## src/rtl/core/soia_pkg.sv

```systemverilog
// Shared types and constants for the six-operation integer ALU.
package soia_pkg;

   localparam int unsigned DataWidth = 32;
   localparam int unsigned CmdWidth  = 3;
   localparam int unsigned StatWidth = 2;
   localparam int unsigned DivSteps  = 4;
   localparam int unsigned BitsPerStep = DataWidth / DivSteps;

   typedef enum logic [CmdWidth-1:0] {
      CMD_ADD = 3'd0,
      CMD_SUB = 3'd1,
      CMD_MUL = 3'd2,
      CMD_SRA = 3'd3,
      CMD_DIV = 3'd4,
      CMD_NOT = 3'd5,
      CMD_RSV6 = 3'd6,
      CMD_RSV7 = 3'd7
   } cmd_type;

   typedef enum logic [StatWidth-1:0] {
      ST_OK      = 2'd0,
      ST_DIVZERO = 2'd1,
      ST_UNKNOWN = 2'd2,
      ST_RSV     = 2'd3
   } status_type;

   typedef struct packed {
      cmd_type              cmd;
      logic                 neg_q;
      logic                 div_zero;
      logic [DataWidth-1:0] rem;
      logic [DataWidth-1:0] quo;
      logic [DataWidth-1:0] divisor;
      logic [DataWidth-1:0] res;
   } stage_type;

endpackage

```

## src/rtl/core/soia_div_step.sv

```systemverilog
// One divide stage: a group of restoring divide iterations plus a stage register.
module soia_div_step (
   input  logic                 clock,
   input  logic                 reset,
   input  logic                 advance,
   input  logic                 valid_in,
   input  soia_pkg::stage_type  stage_in,
   output logic                 valid_out,
   output soia_pkg::stage_type  stage_out
);

   logic                valid_ff;
   soia_pkg::stage_type stage_ff;
   soia_pkg::stage_type stage_in_c;
   logic [soia_pkg::DataWidth:0] trial;
   logic [soia_pkg::DataWidth-1:0] rem_v;
   logic [soia_pkg::DataWidth-1:0] quo_v;

   always_comb begin
      stage_in_c = stage_in;
      rem_v = stage_in.rem;
      quo_v = stage_in.quo;
      trial = '0;
      for (int i = 0; i < int'(soia_pkg::BitsPerStep); i++) begin
         trial = {rem_v, quo_v[soia_pkg::DataWidth-1]} - {1'b0, stage_in.divisor};
         if (!trial[soia_pkg::DataWidth]) begin
            rem_v = trial[soia_pkg::DataWidth-1:0];
            quo_v = {quo_v[soia_pkg::DataWidth-2:0], 1'b1};
         end else begin
            rem_v = {rem_v[soia_pkg::DataWidth-2:0], quo_v[soia_pkg::DataWidth-1]};
            quo_v = {quo_v[soia_pkg::DataWidth-2:0], 1'b0};
         end
      end
      stage_in_c.rem = rem_v;
      stage_in_c.quo = quo_v;
   end

   always_ff @(posedge clock) begin
      if (reset) begin
         valid_ff <= 1'b0;
      end else if (advance) begin
         valid_ff <= valid_in;
      end
      if (advance) begin
         stage_ff <= stage_in_c;
      end
   end

   assign valid_out = valid_ff;
   assign stage_out = stage_ff;

endmodule

```

## config.mk

```make
export PLATFORM = sky130hd
export DESIGN_NAME = soia_div_step
export DESIGN_NICKNAME = d
export VERILOG_FILES = /design/src/rtl/core/soia_pkg.sv /design/src/rtl/core/soia_div_step.sv
export SDC_FILE = /design/constraint.sdc
export NUM_CORES = 1
export LEC_CHECK = 0
export BUFFER_PORTS_ARGS = -buffer_cell sky130_fd_sc_hd__buf_2
export CELL_PAD_IN_SITES_DETAIL_PLACEMENT = 1
export CELL_PAD_IN_SITES_GLOBAL_PLACEMENT = 1
export CORE_ASPECT_RATIO = 0.7
export CORE_MARGIN = 10
export CORE_UTILIZATION = 41
export DETAILED_ROUTE_END_ITERATION = 12
export HOLD_SLACK_MARGIN = 0.03
export PLACE_DENSITY_LB_ADDON = 0.1
export SETUP_SLACK_MARGIN = 0.3
export SYNTH_ARGS = -nofsm -noshare
export SYNTH_HDL_FRONTEND = slang
export SYNTH_SLANG_ARGS = --single-unit
export TNS_END_PERCENT = 1
```

## constraint.sdc

```tcl
create_clock -name clock -period 36.7 [get_ports clock]
set_input_delay 7.34 -clock clock [delete_from_list [all_inputs] [get_ports clock]]
set_output_delay 7.34 -clock clock [all_outputs]
set_load 0.005 [all_outputs]
```

==> metrics.md, run 1 <==
| Metric | Value |
|---|---|
| WL final | between 90000 and 100000 µm |
| Clock period minus worst slack | ~35 ns |
| Syn_nets | 3118 |
| Worst min-delay path class | register to register |
| Slew @ Worst Pin | between 1 and 1.5 ns |
| Wirelength per Cell | about 23 µm |
| Antenna Nets Post-Route | 0 |
| Via density | approximately 6 |
| Clock transition at path regs | about 0.080 ns |
| Initial core utilization | between 40% and 50% |
| Syn-to-layout area delta | 24.49% |
| Row cnt | 69 |
| Most frequent cells in the layout | 333 x nor2_1, 318 x buf_4, 268 x buf_2, 257 x a21oi_1, 255 x ha_1 |
| Setup crit start kind | primary input |
| DR vias | approximately 24k |
| Critical-path maximum fanout | 31 |
| Total grt overflow | 0 |
| Critical Path Max Stage Delay | 0.60 ns |
| Die Ht | about 210 µm |
| Final core utilization | about half |
| Synth warn | 0 |
| Async SR Flop Fraction | 0% |
| FF+latch count, synth | between 100 and 150 |
| RSZ-0062 raised after global routing | false |
| Die ar. | between 60000 and 70000 µm² |
| Mapped Cells | 2717 |
| Nets | 3649 |
| Worst Setup End Kind | register |
| Commonest non-fill, non-tap cell in the layout | nor2_1 |
| CTS Buffer Depth | 2 |
| Avg Cell Area, Syn | 7.778 µm² |
| Iteration count of the initial detailed-routing pass | 8 |
| Tcrit/Tclk final | 95.18% |
| Largest net degree at the start of global routing | 71 |
| Hpwl dp | approximately 76000 µm |
| Endpoints failing hold | 0 |
| Initial antenna violation count | 0 |
| Register area share after synthesis | a little under a fifth |
| Max Cap Viol | 0 |
| EDFF count, synth | around 130 |
| IO Count | 271 |
| Slew margin rel. | about a third |
| Core box area | 50850 µm² |
| CTS sink cnt | roughly 130 |
| H-tree levels | 4 |
| Synthesized cell area | 21130 µm² |
| Vias in the first global route | approximately 24k |
| Critical path class | primary input to register |
| CTS tree | done |
| Initial DRC count | about 1.7k |
| Synth unique cells | roughly 100 |
| Fill count | between 6k and 7k |
| Clk_skew | 0 ns |
| Residual DRC | 0 |
| Final Max Slew Viols | 0 |
| WP data required | roughly 37 ns |
| # hold bufs at CTS | 0 |
| Critical Path AT | 35.23 ns |
| Root Driver | clkbuf_16 |
| First-pass GRT wire length | 140200 µm |
| CP dominant cell by count | buf_4 |
| # setup viols final | 0 |
| Worst-Skew Late Latency | ~0.48 ns |
| CTS buffer count | 17 |
| Buffers on Ports | 270 |
| Slowest CP cell | or4b_4 |
| Worst Path Buf+Inv | 24 |
| Global-route usage over all layers | between 20% and 30% |
| Layout cells sized above 1 | 23.77% |
| Gpl congestion | 0.9698 |
| Die width | slightly below 300 µm |
| Diodes inserted | 0 |
| Top delay family on crit path | compound AO/OA/AOI/OAI gates |
| Outcome | complete, no violations |
| Max Clk Rate | 28.63 MHz |
| Most used DFF post-synth | edfxtp_1 |
cells in the mapped netlist (8+ instances only):
master	n	area share [%]
a221oi_1	18	0.75
nand3_1	66	1.6
xor2_1	67	2.8
a211o_1	10	0.41
nor3_1	51	1.2
a31oi_1	15	0.44
o22ai_1	9	0.27
or2_2	23	0.68
or4_1	27	0.96
o21a_1	41	1.5
and4_1	9	0.37
fa_1	8	0.76
ha_1	256	15
o221ai_1	21	0.87
mux2_2	33	1.8
or3_1	20	0.59
o211ai_1	23	0.82
a32oi_1	31	1.3
o31ai_1	18	0.64
and2_1	16	0.47
o21ai_0	185	4.4
a21oi_1	264	6.3
buf_2	9	0.21
nor2b_1	29	0.86
o31a_1	11	0.46
inv_1	141	2.5
nand2_1	197	3.5
nor4_1	12	0.36
mux2i_1	8	0.38
and3_1	25	0.74
a211oi_1	22	0.78
xnor2_1	151	6.3
nand2b_1	56	1.7
nor2_1	335	6.0
edfxtp_1	133	19
clkbuf_1	68	1.2
nand4_1	16	0.47
a21o_1	102	3.6
o21bai_1	37	1.3
timing repair:
action	CTS	global route
pin swaps	0	12
buffers inserted	0	12
cloned	0	1
resized for setup	3	51
hold endpoints to repair	0	0
setup endpoints to repair	33	33
flip-flops by register name, summed over array words and instances, names as in the netlist:
signal,flops
stage_out,133
valid_out,1
worst paths after layout:
check                                 endpoint    startpoint  slack (ns)  cells past startpoint
worst max-delay path            stage_out[104]  stage_in[32]        1.77                    136
worst min-delay path                 valid_out     valid_out        0.51                      2
worst max register to register       valid_out     valid_out       36.10                      2
worst min register to register       valid_out     valid_out        0.51                      2
routing by layer:
layer  global-route usage [%]  wire, µm
met1                    39.66     42900
met2                    45.09     40840
met3                    3.833      5533
met4                    8.491      2275
met5                        0         0
cell families (layout without fill, tap and decap cells):
group | after synthesis | after routing | synth area share, %
xor+xnor | 219 | 219 | 9.112
mux | 42 | 42 | 2.191
buf+inv | 232 | 775 | 4.299
fa+ha+maj | 264 | 264 | 15.92
simple gates | 905 | 905 | 20.43
compound gates | 921 | 922 | 29.06
flops | 134 | 134 | 18.99
through the flow:
step	area (µm²)	TNS [ns]	hold WS, ns	setup WS (ns)	instances
after detailed placement	25410	-0.5712	0.4956	-0.09622	3890
after floorplan	21130	0	0.4850	1.862	2717
after global placement	25410	0	0.4780	0.9056	3890
after CTS	25980	0	0.5155	0.3369	3922
final	26310	0	0.5094	1.767	3935
after global routing	26310	0	0.5976	0.1323	3935
area by class of cell:
cell class                 instances  area, µm²  share of cell area (%)
timing repair buffer             595       3870                   14.71
clock buffer                      17      425.4                   1.617
sequential                       134       4014                   15.26
clock inverter                    15      140.1                  0.5327
tap                              674      843.3                   3.206
multi-input combinational       2352      16460                   62.56
inverter                         148      555.5                   2.112
worst min-delay path, stage by stage (launching register included):
cell,delay [ns]
dfxtp_1,0.33
mux2i_1,0.07
nor2_1,0.08
Power of run 1 is not shown: default switching activity piles up to over one toggle a cycle in this logic, so the estimate is an artifact.
==> run 2: changes to the inputs <==
Settings changed: CTS_BUF_LIST set to sky130_fd_sc_hd__clkbuf_8.
==> run 2 against run 1 <==
Net effect: core utilization is 0.41 points lower; sequential share of layout area is 0.12 points higher; wire length down 0.93%; via count decreased by 0.44%; register-to-register slack barely moved; maximum frequency down 0.26%; critical path type unchanged; highest routed layer unchanged.
==> metrics.md, run 2 (synthesis results as in run 1) <==
| Metric | Value |
|---|---|
| Max reg flops | approximately 130 |
| Initial antenna violation count | 1 |
| Wirelength per Cell | roughly 23 µm |
| Placed cell count | 3890 |
| Antenna Nets Post-Route | 0 |
| Nets | 3648 |
| DR vias | between 20k and 25k |
| Row cnt | between 60 and 70 |
| Fill count | between 6k and 7k |
| CTS sink cnt | 134 |
| Post-route setup TNS | 0 ns |
| Largest net degree at the start of global routing | 71 |
| Core box area | 50850 µm² |
| Initial core utilization | about two fifths |
| Total grt overflow | 0 |
| CP dominant cell by count | buf_4 |
| Vias in the first global route | approximately 24k |
| Slew margin rel. | 33.13% |
| Max Clk Rate | 28.55 MHz |
| Residual DRC | 0 |
| First-pass GRT wire length | approximately 140000 µm |
| H-tree levels | 4 |
| Setup crit start kind | primary input |
| WL final | between 90000 and 100000 µm |
| Max Cap Viol | 0 |
| Critical path class | primary input to register |
| Layout cells sized above 1 | around a quarter |
| Clk_skew | 0 ns |
| Diodes inserted | 0 |
| Reg2reg setup slack | 36.10 ns |
| Clock period minus worst slack | roughly 35 ns |
| Outcome | complete, no violations |
| WP data required | approximately 37 ns |
| Root Driver | clkbuf_8 |
| Global-route usage over all layers | 28.08% |
| Worst r2r path cells | 2 |
| Worst min-delay path class | register to register |
| Initial DRC count | 1846 |
| Worst-Skew Late Latency | 0.52 ns |
| # setup viols final | 0 |
| Worst R2R Start | valid_out |
| Worst Setup End Kind | register |
| CTS tree | done |
| Syn-to-layout area delta | 23.51% |
| IO Count | 271 |
| # hold bufs at CTS | 0 |
| Hold Crit Depth | 2 |
| Gpl congestion | between 0.9 and 1 |
| Most frequent cells in the layout | 333 x nor2_1, 317 x buf_4, 268 x buf_2, 259 x a21oi_1, 255 x ha_1 |
| Die width | just under 300 µm |
| Final Max Slew Viols | 0 |
| Endpoints failing hold | 0 |
| Hold Path Sink | valid_out |
| Clock transition at path regs | 0.11 ns |
| Critical Path AT | roughly 35 ns |
| Buffers on Ports | 270 |
| Critical R2R Capture | valid_out |
| Hold Startpoint | valid_out |
| Tcrit/Tclk final | between 90% and 100% |
| Slew @ Worst Pin | around 1.0 ns |
| CTS buffer count | 17 |
| Critical-path maximum fanout | 31 |
| Finished Layout Cells | between 3k and 4k |
| Die ar. | approximately 61000 µm² |
| Die Ht | 209.9 µm |
| Slowest CP cell | or4b_4 |
| Critical Path Max Stage Delay | ~0.60 ns |
| CTS Buffer Depth | 2 |
| Hpwl dp | ~76000 µm |
| Via density | a little under 6 |
| Iteration count of the initial detailed-routing pass | 6 |
| Commonest non-fill, non-tap cell in the layout | nor2_1 |
| RSZ-0062 raised after global routing | false |
==> run 2: worst max-delay path by stage <==
stage | start | end | slack [ns] | cells past startpoint
after CTS | stage_in[33] | stage_out[104] | 0.34 | 135
after global placement | stage_in[33] | stage_out[127] | 0.91 | 132
after global routing | stage_in[32] | stage_out[104] | 0.11 | 140
after floorplan | stage_in[36] | stage_out[123] | 1.86 | 133
after detailed placement | stage_in[33] | stage_out[104] | -0.1 | 133
final | stage_in[32] | stage_out[105] | 1.68 | 138
==> run 2: metrics by stage <==
step           area [µm²]  utilization, %  setup WS, ns  hold slack [ns]
2_1_floorplan       21130               -         1.862           0.4850
3_3_place_gp        25410           49.97        0.9056           0.4780
3_5_place_dp        25410           49.97      -0.09622           0.4956
4_1_cts             25790           50.71        0.3420           0.5229
5_1_grt             26100           51.33        0.1093           0.6059
6_report            26100           51.33         1.676           0.5149
==> run 2: what timing repair did <==
| action | CTS | global route |
|---|---|---|
| resized for setup | 1 | 51 |
| endpoints found under the setup margin | 32 | 33 |
| gates cloned | 0 | 1 |
| hold endpoints to repair | 0 | 0 |
| pin swaps | 0 | 11 |
| buffers inserted | 0 | 11 |
==> run 2: worst max-delay path, delay by kind of cell <==
family                     cells  cell delay [ns]
xor gates and xnor gates       1             0.19
AOI/OAI and AO/OA             70            14.57
adders and majority gates      9             3.12
and+or+nand+nor               32             5.58
buffers and inverters         24             3.86
muxes                          2             0.55
==> run 2: area by class of cell <==
cell class,count,area (µm²),share of cell area [%]
Tap cell,674,843.3,3.231
Multi-Input combinational cell,2352,16450,63.03
Sequential cell,134,4014,15.38
Clock inverter,15,140.1,0.5369
Clock buffer,17,234.0,0.8965
Timing Repair Buffer,594,3862,14.80
Inverter,148,555.5,2.128
==> run 2: metal layers <==
metal | wire length [µm] | GRT usage [%]
met5 | 0 | 0
met4 | 2128 | 7.485
met3 | 5295 | 4.095
met2 | 40130 | 44.37
met1 | 43150 | 39.45
Power of run 2 is left out for the same reason.
